### config.mk
export PLATFORM = sky130hd
export DESIGN_NAME = des_cbc_mac_engine
export DESIGN_NICKNAME = d
export VERILOG_FILES = /design/src/dcm_pkg.sv /design/src/dcm_des_core.sv /design/src/dcm_regs.sv /design/src/dcm_seq.sv /design/src/des_cbc_mac_engine.sv
export SDC_FILE = /design/constraint.sdc
export NUM_CORES = 2
export LEC_CHECK = 0
export BUFFER_PORTS_ARGS = -buffer_cell sky130_fd_sc_hd__buf_2
export CELL_PAD_IN_SITES_DETAIL_PLACEMENT = 1
export CELL_PAD_IN_SITES_GLOBAL_PLACEMENT = 2
export CORE_MARGIN = 3
export CORE_UTILIZATION = 38
export CTS_CLUSTER_DIAMETER = 40
export CTS_CLUSTER_SIZE = 8
export DETAILED_ROUTE_END_ITERATION = 10
export GPL_TIMING_DRIVEN = 1
export HOLD_SLACK_MARGIN = 0.03
export MAX_ROUTING_LAYER = met4
export PLACE_DENSITY = 0.82
export SYNTH_ARGS = -nofsm -noshare
export SYNTH_HDL_FRONTEND = slang
export SYNTH_SLANG_ARGS = --single-unit
### constraint.sdc
create_clock -name clk -period 5.5 [get_ports clk]
set_input_delay 0.55 -clock clk [delete_from_list [all_inputs] [get_ports clk]]
set_output_delay 0.55 -clock clk [all_outputs]
set_load 0.01 [all_outputs]
### src/dcm_pkg.sv
// shared types, constants and des permutation functions for the cbc-mac engine
`timescale 1ns / 1ps
package dcm_pkg;

	localparam logic [63:0] NIBBLE_FLIP = 64'hF0F0_F0F0_F0F0_F0F0;
	localparam logic [7:0]  PAD_MARKER  = 8'h80;

	localparam logic [2:0] XF_NONE   = 3'd1;
	localparam logic [2:0] XF_INVKEY = 3'd2;
	localparam logic [2:0] XF_RETAIL = 3'd3;
	localparam logic [2:0] XF_ALG4   = 3'd4;

	localparam logic OP_START = 1'b0;
	localparam logic OP_DATA  = 1'b1;

	localparam logic [2:0] REG_KEY_MAIN   = 3'd0;
	localparam logic [2:0] REG_KEY_SECOND = 3'd1;
	localparam logic [2:0] REG_IV         = 3'd2;
	localparam logic [2:0] REG_USE_IV     = 3'd3;
	localparam logic [2:0] REG_PAD_MARK   = 3'd4;
	localparam logic [2:0] REG_LEN_PREFIX = 3'd5;
	localparam logic [2:0] REG_FINAL_XF   = 3'd6;
	localparam logic [2:0] REG_SKIP_XF    = 3'd7;

	typedef struct packed {
		logic        start;
		logic        decrypt;
		logic [63:0] key;
		logic [63:0] block;
	} des_req_t;

	typedef struct packed {
		logic        busy;
		logic        done;
		logic [63:0] result;
	} des_rsp_t;

	typedef struct packed {
		logic [63:0] key_main;
		logic [63:0] key_second;
		logic [63:0] init_vector;
		logic        use_custom_iv;
		logic        pad_with_marker;
		logic        length_prefix_block;
		logic [2:0]  final_transform;
		logic        skip_output_transform;
	} cfg_t;

	typedef logic [7:0] tab64_t [64];
	typedef logic [7:0] tab56_t [56];
	typedef logic [7:0] tab48_t [48];
	typedef logic [7:0] tab32_t [32];
	typedef logic [3:0] sbox_t [8][64];

	localparam tab64_t T_IP = '{
		58,50,42,34,26,18,10,2,60,52,44,36,28,20,12,4,62,54,46,38,30,22,14,6,
		64,56,48,40,32,24,16,8,57,49,41,33,25,17,9,1,59,51,43,35,27,19,11,3,
		61,53,45,37,29,21,13,5,63,55,47,39,31,23,15,7};
	localparam tab64_t T_FP = '{
		40,8,48,16,56,24,64,32,39,7,47,15,55,23,63,31,38,6,46,14,54,22,62,30,
		37,5,45,13,53,21,61,29,36,4,44,12,52,20,60,28,35,3,43,11,51,19,59,27,
		34,2,42,10,50,18,58,26,33,1,41,9,49,17,57,25};
	localparam tab48_t T_EXP = '{
		32,1,2,3,4,5,4,5,6,7,8,9,8,9,10,11,12,13,12,13,14,15,16,17,
		16,17,18,19,20,21,20,21,22,23,24,25,24,25,26,27,28,29,28,29,30,31,32,1};
	localparam tab32_t T_P = '{
		16,7,20,21,29,12,28,17,1,15,23,26,5,18,31,10,
		2,8,24,14,32,27,3,9,19,13,30,6,22,11,4,25};
	localparam tab56_t T_PC1 = '{
		57,49,41,33,25,17,9,1,58,50,42,34,26,18,10,2,59,51,43,35,27,19,11,3,
		60,52,44,36,63,55,47,39,31,23,15,7,62,54,46,38,30,22,14,6,61,53,45,37,
		29,21,13,5,28,20,12,4};
	localparam tab48_t T_PC2 = '{
		14,17,11,24,1,5,3,28,15,6,21,10,23,19,12,4,26,8,16,7,27,20,13,2,
		41,52,31,37,47,55,30,40,51,45,33,48,44,49,39,56,34,53,46,42,50,36,29,32};
	localparam sbox_t T_SBOX = '{
		'{14,4,13,1,2,15,11,8,3,10,6,12,5,9,0,7,0,15,7,4,14,2,13,1,10,6,12,11,9,5,3,8,
		4,1,14,8,13,6,2,11,15,12,9,7,3,10,5,0,15,12,8,2,4,9,1,7,5,11,3,14,10,0,6,13},
		'{15,1,8,14,6,11,3,4,9,7,2,13,12,0,5,10,3,13,4,7,15,2,8,14,12,0,1,10,6,9,11,5,
		0,14,7,11,10,4,13,1,5,8,12,6,9,3,2,15,13,8,10,1,3,15,4,2,11,6,7,12,0,5,14,9},
		'{10,0,9,14,6,3,15,5,1,13,12,7,11,4,2,8,13,7,0,9,3,4,6,10,2,8,5,14,12,11,15,1,
		13,6,4,9,8,15,3,0,11,1,2,12,5,10,14,7,1,10,13,0,6,9,8,7,4,15,14,3,11,5,2,12},
		'{7,13,14,3,0,6,9,10,1,2,8,5,11,12,4,15,13,8,11,5,6,15,0,3,4,7,2,12,1,10,14,9,
		10,6,9,0,12,11,7,13,15,1,3,14,5,2,8,4,3,15,0,6,10,1,13,8,9,4,5,11,12,7,2,14},
		'{2,12,4,1,7,10,11,6,8,5,3,15,13,0,14,9,14,11,2,12,4,7,13,1,5,0,15,10,3,9,8,6,
		4,2,1,11,10,13,7,8,15,9,12,5,6,3,0,14,11,8,12,7,1,14,2,13,6,15,0,9,10,4,5,3},
		'{12,1,10,15,9,2,6,8,0,13,3,4,14,7,5,11,10,15,4,2,7,12,9,5,6,1,13,14,0,11,3,8,
		9,14,15,5,2,8,12,3,7,0,4,10,1,13,11,6,4,3,2,12,9,5,15,10,11,14,1,7,6,0,8,13},
		'{4,11,2,14,15,0,8,13,3,12,9,7,5,10,6,1,13,0,11,7,4,9,1,10,14,3,5,12,2,15,8,6,
		1,4,11,13,12,3,7,14,10,15,6,8,0,5,9,2,6,11,13,8,1,4,10,7,9,5,0,15,14,2,3,12},
		'{13,2,8,4,6,15,11,1,10,9,3,14,5,0,12,7,1,15,13,8,10,3,7,4,12,5,6,11,0,14,9,2,
		7,11,4,1,9,12,14,2,0,6,10,13,15,3,5,8,2,1,14,7,4,10,8,13,15,12,9,0,3,5,6,11}};

	function automatic logic [63:0] des_ip(input logic [63:0] x);
		logic [63:0] r;
		for (int i = 0; i < 64; i++) r[63-i] = x[64-int'(T_IP[i])];
		return r;
	endfunction

	function automatic logic [63:0] des_fp(input logic [63:0] x);
		logic [63:0] r;
		for (int i = 0; i < 64; i++) r[63-i] = x[64-int'(T_FP[i])];
		return r;
	endfunction

	function automatic logic [55:0] des_pc1(input logic [63:0] x);
		logic [55:0] r;
		for (int i = 0; i < 56; i++) r[55-i] = x[64-int'(T_PC1[i])];
		return r;
	endfunction

	function automatic logic [47:0] des_pc2(input logic [55:0] x);
		logic [47:0] r;
		for (int i = 0; i < 48; i++) r[47-i] = x[56-int'(T_PC2[i])];
		return r;
	endfunction

	function automatic logic [31:0] des_feistel(input logic [31:0] h, input logic [47:0] sub);
		logic [47:0] e;
		logic [31:0] acc;
		logic [31:0] r;
		logic [5:0]  six;
		for (int i = 0; i < 48; i++) e[47-i] = h[32-int'(T_EXP[i])];
		e = e ^ sub;
		for (int s = 0; s < 8; s++) begin
			six = e[42-6*s +: 6];
			acc[28-4*s +: 4] = T_SBOX[s][{six[5], six[0], six[4:1]}];
		end
		for (int i = 0; i < 32; i++) r[31-i] = acc[32-int'(T_P[i])];
		return r;
	endfunction

endpackage

### src/dcm_des_core.sv
// iterative des unit, one round per cycle, key schedule rotated on the fly
`timescale 1ns / 1ps
module dcm_des_core import dcm_pkg::*; (
	input  logic     clk,
	input  logic     arst_n,
	input  des_req_t req,
	output des_rsp_t rsp
);

	logic [3:0]  round_q;
	logic        busy_q;
	logic        done_q;
	logic        dec_q;
	logic [27:0] c_q, d_q;
	logic [31:0] l_q, r_q;
	logic [63:0] ip_blk;
	logic [55:0] cd0;
	logic [27:0] c_cur, d_cur;
	logic [1:0]  rot;
	logic [31:0] f_out;

	assign ip_blk = des_ip(req.block);
	assign cd0    = des_pc1(req.key);

	// shift for this round (1 on rounds 0, 1, 8, 15)
	always_comb begin
		rot = (round_q == 4'd0 || round_q == 4'd1 || round_q == 4'd8 || round_q == 4'd15)
			? 2'd1 : 2'd2;
	end

	// encrypt rotates left before use; decrypt uses the schedule backward:
	// first round uses the unrotated key, then rotates right
	always_comb begin
		if (!dec_q) begin
			c_cur = (rot == 2'd1) ? {c_q[26:0], c_q[27]} : {c_q[25:0], c_q[27:26]};
			d_cur = (rot == 2'd1) ? {d_q[26:0], d_q[27]} : {d_q[25:0], d_q[27:26]};
		end else begin
			c_cur = c_q;
			d_cur = d_q;
		end
	end

	assign f_out = des_feistel(r_q, des_pc2({c_cur, d_cur}));

	always_ff @(posedge clk or negedge arst_n) begin
		if (!arst_n) begin
			busy_q  <= 1'b0;
			done_q  <= 1'b0;
			round_q <= '0;
		end else begin
			done_q <= 1'b0;
			if (req.start && !busy_q) begin
				busy_q  <= 1'b1;
				round_q <= '0;
			end else if (busy_q) begin
				round_q <= round_q + 4'd1;
				if (round_q == 4'd15) begin
					busy_q <= 1'b0;
					done_q <= 1'b1;
				end
			end
		end
	end

	always_ff @(posedge clk) begin
		if (req.start && !busy_q) begin
			dec_q <= req.decrypt;
			c_q   <= cd0[55:28];
			d_q   <= cd0[27:0];
			l_q   <= ip_blk[63:32];
			r_q   <= ip_blk[31:0];
		end else if (busy_q) begin
			l_q <= r_q;
			r_q <= l_q ^ f_out;
			if (!dec_q) begin
				c_q <= c_cur;
				d_q <= d_cur;
			end else begin
				// rotate right by the amount of the encrypt round 15-round_q
				if (round_q == 4'd0 || round_q == 4'd7 || round_q == 4'd14 ||
					round_q == 4'd15) begin
					c_q <= {c_q[0], c_q[27:1]};
					d_q <= {d_q[0], d_q[27:1]};
				end else begin
					c_q <= {c_q[1:0], c_q[27:2]};
					d_q <= {d_q[1:0], d_q[27:2]};
				end
			end
		end
	end

	assign rsp.busy   = busy_q;
	assign rsp.done   = done_q;
	assign rsp.result = des_fp({r_q, l_q});

endmodule

### src/dcm_regs.sv
// apb configuration registers
`timescale 1ns / 1ps
module dcm_regs import dcm_pkg::*; (
	input  logic        clk,
	input  logic        arst_n,
	input  logic        psel,
	input  logic        penable,
	input  logic        pwrite,
	input  logic [5:0]  paddr,
	input  logic [63:0] pwdata,
	output logic [63:0] prdata,
	output logic        pready,
	output cfg_t        cfg
);

	cfg_t       cfg_q;
	logic [2:0] idx;

	assign idx    = paddr[5:3];
	assign pready = 1'b1;
	assign cfg    = cfg_q;

	always_ff @(posedge clk or negedge arst_n) begin
		if (!arst_n) begin
			cfg_q <= '{default: '0, final_transform: XF_NONE};
		end else if (psel && penable && pwrite) begin
			unique case (idx)
				REG_KEY_MAIN:   cfg_q.key_main <= pwdata;
				REG_KEY_SECOND: cfg_q.key_second <= pwdata;
				REG_IV:         cfg_q.init_vector <= pwdata;
				REG_USE_IV:     cfg_q.use_custom_iv <= pwdata[0];
				REG_PAD_MARK:   cfg_q.pad_with_marker <= pwdata[0];
				REG_LEN_PREFIX: cfg_q.length_prefix_block <= pwdata[0];
				REG_FINAL_XF:   cfg_q.final_transform <= pwdata[2:0];
				REG_SKIP_XF:    cfg_q.skip_output_transform <= pwdata[0];
				default:        cfg_q <= cfg_q;
			endcase
		end
	end

	always_comb begin
		unique case (idx)
			REG_KEY_MAIN:   prdata = cfg_q.key_main;
			REG_KEY_SECOND: prdata = cfg_q.key_second;
			REG_IV:         prdata = cfg_q.init_vector;
			REG_USE_IV:     prdata = {63'd0, cfg_q.use_custom_iv};
			REG_PAD_MARK:   prdata = {63'd0, cfg_q.pad_with_marker};
			REG_LEN_PREFIX: prdata = {63'd0, cfg_q.length_prefix_block};
			REG_FINAL_XF:   prdata = {61'd0, cfg_q.final_transform};
			REG_SKIP_XF:    prdata = {63'd0, cfg_q.skip_output_transform};
			default:        prdata = '0;
		endcase
	end

endmodule

### src/dcm_seq.sv
// message sequencer: chaining, padding and the output transform steps
`timescale 1ns / 1ps
module dcm_seq import dcm_pkg::*; (
	input  logic        clk,
	input  logic        arst_n,
	input  cfg_t        cfg,
	input  logic        in_valid,
	output logic        in_ready,
	input  logic        in_op,
	input  logic [15:0] in_len,
	input  logic [63:0] in_blk,
	output logic        out_valid,
	input  logic        out_ready,
	output logic [63:0] out_mac,
	output des_req_t    req,
	input  des_rsp_t    rsp
);

	typedef enum logic [2:0] {
		S_IDLE, S_RUN, S_LAUNCH, S_OUT
	} state_t;

	// steps of the des chain for one item
	typedef enum logic [2:0] {
		P_MAIN, P_INV, P_DEC2, P_ENC2, P_MAIN_AGAIN
	} step_t;

	state_t      state_q;
	step_t       step_q;
	logic [63:0] chain_q;
	logic [15:0] left_q;
	logic        first_q;
	logic        final_q;
	logic [63:0] mac_q;
	logic        fin_start;
	logic [63:0] padded;
	logic [63:0] mark;
	logic [2:0]  rem;
	logic        is_alg4;

	assign is_alg4 = cfg.final_transform == XF_ALG4;
	assign rem     = left_q[2:0];
	assign mark    = {56'd0, PAD_MARKER} << {3'd7 - rem, 3'b000};

	always_comb begin
		padded = in_blk;
		if (left_q < 16'd8) begin
			padded = (in_blk & ~(~64'd0 >> {rem, 3'b000}));
			if (cfg.pad_with_marker) padded = padded | mark;
		end
	end

	assign in_ready  = state_q == S_IDLE;
	assign out_valid = state_q == S_OUT;
	assign out_mac   = mac_q;
	assign fin_start = state_q == S_LAUNCH;

	always_comb begin
		req.start   = fin_start;
		req.decrypt = step_q == P_DEC2;
		req.block   = chain_q;
		unique case (step_q)
			P_INV:   req.key = cfg.key_second ^ NIBBLE_FLIP;
			P_DEC2:  req.key = cfg.key_second;
			P_ENC2:  req.key = cfg.key_second;
			default: req.key = cfg.key_main;
		endcase
	end

	always_ff @(posedge clk or negedge arst_n) begin
		if (!arst_n) begin
			state_q <= S_IDLE;
			step_q  <= P_MAIN;
			chain_q <= '0;
			left_q  <= '0;
			first_q <= 1'b0;
			final_q <= 1'b0;
			mac_q   <= '0;
		end else begin
			unique case (state_q)
				S_IDLE: begin
					if (in_valid) begin
						step_q <= P_MAIN;
						if (in_op == OP_START) begin
							left_q  <= (in_len == 16'd0) ? 16'd8 : in_len;
							first_q <= 1'b1;
							final_q <= 1'b0;
							if (cfg.length_prefix_block) begin
								chain_q <= (cfg.use_custom_iv ? cfg.init_vector : 64'd0)
									^ {45'd0, in_len, 3'b000};
								state_q <= S_LAUNCH;
							end else begin
								chain_q <= cfg.use_custom_iv ? cfg.init_vector : 64'd0;
							end
						end else if (left_q != 16'd0) begin
							if (left_q > 16'd8) begin
								chain_q <= chain_q ^ in_blk;
								final_q <= 1'b0;
								left_q  <= left_q - 16'd8;
								state_q <= S_LAUNCH;
							end else begin
								chain_q <= chain_q ^ padded;
								final_q <= 1'b1;
								left_q  <= '0;
								if (cfg.skip_output_transform) begin
									mac_q   <= chain_q ^ padded;
									state_q <= S_OUT;
								end else begin
									state_q <= S_LAUNCH;
								end
							end
						end
					end
				end
				S_LAUNCH: state_q <= S_RUN;
				S_RUN: begin
					if (rsp.done) begin
						chain_q <= rsp.result;
						state_q <= S_IDLE;
						if (!final_q) begin
							// first encryption of a message under algorithm 4 adds the inverted-key pass
							if (step_q == P_MAIN && is_alg4 && first_q) begin
								step_q  <= P_INV;
								state_q <= S_LAUNCH;
							end else begin
								step_q <= P_MAIN;
							end
							first_q <= 1'b0;
						end else begin
							priority if (step_q == P_MAIN &&
								cfg.final_transform == XF_INVKEY) begin
								step_q <= P_INV; state_q <= S_LAUNCH;
							end else if (step_q == P_MAIN &&
								cfg.final_transform == XF_RETAIL) begin
								step_q <= P_DEC2; state_q <= S_LAUNCH;
							end else if (step_q == P_DEC2) begin
								step_q <= P_MAIN_AGAIN; state_q <= S_LAUNCH;
							end else if (step_q == P_MAIN && is_alg4) begin
								step_q <= P_ENC2; state_q <= S_LAUNCH;
							end else begin
								mac_q   <= rsp.result;
								state_q <= S_OUT;
							end
						end
					end
				end
				S_OUT: if (out_ready) state_q <= S_IDLE;
				default: state_q <= S_IDLE;
			endcase
		end
	end

endmodule

### src/des_cbc_mac_engine.sv
// Single-DES CBC-MAC engine (ISO 9797-1). DES passes run through one iterative
// DES unit doing one round per clock: a data block is accepted, launched, runs its
// 16 rounds and has its result captured. The block that ends a message runs up to
// two more passes for the output transform before its MAC is offered, or runs no
// DES pass at all when the output transform is skipped. A start item with the
// length prefix costs one or two DES passes; without it a start item only loads
// the chain value. One item is in work at a time; s_tready is low until its passes
// finish and, for the block that ends a message, until the MAC is taken.
`timescale 1ns / 1ps
module des_cbc_mac_engine import dcm_pkg::*; (
	input  logic        clk,
	input  logic        arst_n,
	input  logic        s_tvalid,
	output logic        s_tready,
	input  logic [87:0] s_tdata,  // message_length[15:0], data_block[79:16], zeros
	input  logic        s_tuser,  // operation
	output logic        m_tvalid,
	input  logic        m_tready,
	output logic [63:0] m_tdata,  // mac_value
	input  logic        psel,
	input  logic        penable,
	input  logic        pwrite,
	input  logic [5:0]  paddr,
	input  logic [63:0] pwdata,
	output logic [63:0] prdata,
	output logic        pready
);

	cfg_t     cfg;
	des_req_t req;
	des_rsp_t rsp;
	logic     unused_pad;

	assign unused_pad = ^s_tdata[87:80];

	dcm_regs u_regs (
		.clk, .arst_n, .psel, .penable, .pwrite, .paddr, .pwdata, .prdata, .pready, .cfg
	);

	dcm_seq u_seq (
		.clk, .arst_n, .cfg,
		.in_valid (s_tvalid & ~unused_pad | s_tvalid),
		.in_ready (s_tready),
		.in_op    (s_tuser),
		.in_len   (s_tdata[15:0]),
		.in_blk   (s_tdata[79:16]),
		.out_valid(m_tvalid),
		.out_ready(m_tready),
		.out_mac  (m_tdata),
		.req, .rsp
	);

	dcm_des_core u_des (.clk, .arst_n, .req, .rsp);

endmodule

==> run_results.csv <==
group,metric,value,unit
global_route,grt_pass1_vias,33676,
floorplanning,ioPinCount,297,
detailed_routing,drt_first_pass_iters,5,
clock_tree,cts_made_buffers,98,
clock_tree,cts_tree,"built",
clock_tree,clkLatencyLatePin,680,ps
detailed_routing,routed_wl,153000,um
synth,synthCells,3962,
synth,ys_warn_count,0,
finish,nNetsFinal,4383,
worst_setup_path,r2r_setup_slack,630,ps
floorplanning,num_rows,110,
hold_path,holdPathEnd,"u_regs.cfg[79]",
finish,final_cells,5412,
clock_tree,clk_pin_slew,50,ps
status,status,"completed",
synth,synth-seq-cells,477,
place,dp.cells,5225,
worst_setup_path,path_class,"reg2reg",
worst_setup_path,required,5920,ps
synth,synth_edf_count,121,
finish,final_core_util,0.449,
worst_setup_path,worstPathArrival,5290,ps
finish,final_common_cell,"nand2_1",
finish,drive_above_1_share,0.211,
sta,maxSlewHeadroom,0.163,
synth,synth_cell_type_count,113,
finish,multi_input_area,20300,sq um
hold_path,hold_depth,2,
pwr,vdd_drop_max,0.240,mV
synth,syn_area,34600,sq um
sta,fin_crit,4870,ps
synth,seq_area_frac_synth,0.363,
finish,syn_to_final_growth,17.0,%
clock_tree,cts_max_level,3,
sta,hold_viol_final,0,
global_route,grt_overflow,0,
global_route,grt_start_max_net_pins,142,
global_route,antenna_found_initial,11,
place,dpl-instance-area,37200,sq um
worst_setup_path,reg2reg_from,"u_des.round_q[0]",
detailed_routing,drtIter0Drc,3082,
worst_setup_path,crit_fanout,24,
sta,tns,0,ps
clock_tree,cts-root-buf,"clkbuf_16",
floorplanning,die_h,308,um
worst_setup_path,ff2ff_path_depth,14,
place,dp_slack,734,ps
detailed_routing,ant_nets,0,
sta,fin_crit_sh,0.886,
worst_setup_path,startpoint,"u_des.round_q[0]",
detailed_routing,num_vias,33516,
sta,setup_viol,0,
finish,seq_area,12500,sq um
pwr,leakage,17.4,nW
sta,drv_slew,0,
global_route,grt_pass1_wl,227000,um
clock_tree,clock_sinks,477,
sta,fmax,205,MHz
job,cap_viol_max_count,0,
place,io_buffers,284,
synth,ys_async_sr_fraction,0.746,
sta,setup_slack,625,ps
detailed_routing,avgViaCountPerCell,6.19,
worst_setup_path,critPathLaunchType,"flop",
pwr,powerDensity,282,nW/um^2
worst_setup_path,r2r-end,"u_des.r_q[24]",
floorplanning,start_util,0.384,
synth,syn_avg_cell_area,8.73,sq um
sta,worstMarginPinSlew,1250,ps
synth,ys.flop_type,"dfrtp_1",
worst_setup_path,end_kind,"flop",
global_route,grt_usage,0.326,
detailed_routing,drc,0,
finish,num-fill-cells,10429,
floorplanning,die_area,94700,sq um
sta,rsz0062_at_grt,"false",
finish,stdcell_area,40500,sq um
place,dp_hpwl,111000,um
floorplanning,fp.coreArea,90100,sq um
synth,syn-num-nets,4195,
detailed_routing,wire_per_inst,28.3,um
sta,clock_skew,30.1,ps
floorplanning,die_w,308,um
hold_path,min_from,"pwdata[8]",
place,routabilityCongestion,0.916,
finish,layout_common_cells,"540 x nand2_1, 421 x nor2_1, 355 x dfrtp_1, 281 x a21oi_1, 281 x buf_2",
hold_path,worstHoldPathType,"in2reg",
clock_tree,clockBufferDepth,3,
[logic make-up after synthesis]
logic type,after synthesis,share of synthesized area
AO/OA/AOI/OAI,1238,0.253
flip-flops,477,0.363
AND/OR/NAND/NOR,1294,0.162
buffers and inverters,406,0.0523
adder cells (fa/ha/maj),67,0.0242
other,1,0.000108
XOR/XNOR,130,0.0340
multiplexers,349,0.111
[stage by stage]
stage	hold slack [ps]	power, mW
finish	133	11.4
global route	124	11.8
CTS	109	11.5
detailed placement	464	5.51
global placement	457	5.46
floorplan	254	4.85
[cell usage after synthesis, types with 18 or more instances]
master	n	area (sq um)
nor4_1	19	119
nor2_1	423	1590
o21ai_0	248	1240
ha_1	67	838
buf_4	18	135
mux2i_1	129	1290
edfxtp_1	121	3630
inv_1	79	297
xor2_1	66	578
a211oi_1	143	1070
nand2b_1	20	125
clkbuf_1	191	717
a311oi_1	18	158
and2_1	21	131
o211a_1	18	180
o211ai_1	87	653
o2111ai_1	21	184
nor2b_1	29	181
a21oi_1	281	1410
dfrtp_1	355	8880
buf_6	20	225
a21o_1	44	330
nand3_1	59	295
mux2_2	211	2380
nand2_1	542	2030
a2111oi_0	27	236
buf_1	33	124
o31ai_1	55	413
xnor2_1	60	526
nor3_1	80	400
o22ai_1	18	113
a22o_1	25	219
buf_2	54	270
[metal layers]
layer	track usage	wire, um
met5	-	0
met4	0.144	7480
met3	0.0402	8990
met2	0.500	70500
met1	0.432	66200
[area by class of cell]
| class | instances | area share |
|---|---|---|
| clock inverters | 35 | 0.0101 |
| clock buffers | 145 | 0.0710 |
| multi-input cells | 3079 | 0.502 |
| flip-flops and latches | 477 | 0.310 |
| inverters | 90 | 0.00847 |
| repair buffers | 404 | 0.0615 |
| diodes | 6 | 0.000371 |
| well taps | 1176 | 0.0363 |
[registers in the layout (all words and copies together), names as in the netlist]
name,flops
u_des.dec_q,1
u_regs.cfg,199
u_des.d_q,28
u_des.done_q,1
u_seq.chain_q,64
u_seq.final_q,1
u_seq.state_q,2
u_des.r_q,32
u_seq.left_q,16
u_des.l_q,32
u_des.round_q,4
u_des.busy_q,1
u_seq.step_q,3
u_seq.out_mac,64
u_des.c_q,28
u_seq.first_q,1
[report_power, final]
group / switching (mW) / leakage (nW) / internal [mW]
combinational: 0.706 / 10.3 / 0.494
sequential: 0.381 / 5.41 / 3.92
clock: 2.13 / 1.61 / 3.81
[what timing repair did]
item	in CTS	in global routing
hold buffers	1	0
buffers inserted	0	0
gates resized for setup	0	0
hold endpoints to repair	24	0
[critical path, cell delays in order (launching register included)]
cell,delay [ps]
dfrtp_1,430
ha_1,340
a21boi_4,770
a2111oi_0,230
a2111oi_0,580
buf_4,240
or2_0,320
ha_1,350
inv_1,130
a211oi_1,90
or4_1,480
nand4_1,150
buf_4,180
xnor2_1,70
mux2_4,250
[worst max path at each step]
stage / end / slack [ps] / cells past startpoint
detailed placement: u_des.r_q[24] / 730 / 14
global route: u_des.r_q[24] / 370 / 15
CTS: u_des.r_q[24] / 680 / 14
global placement: u_des.r_q[6] / 860 / 16
finish: u_des.r_q[24] / 630 / 14
floorplan: u_des.r_q[16] / 1640 / 16
No activity file was read; power rests on OpenSTA's default activity.
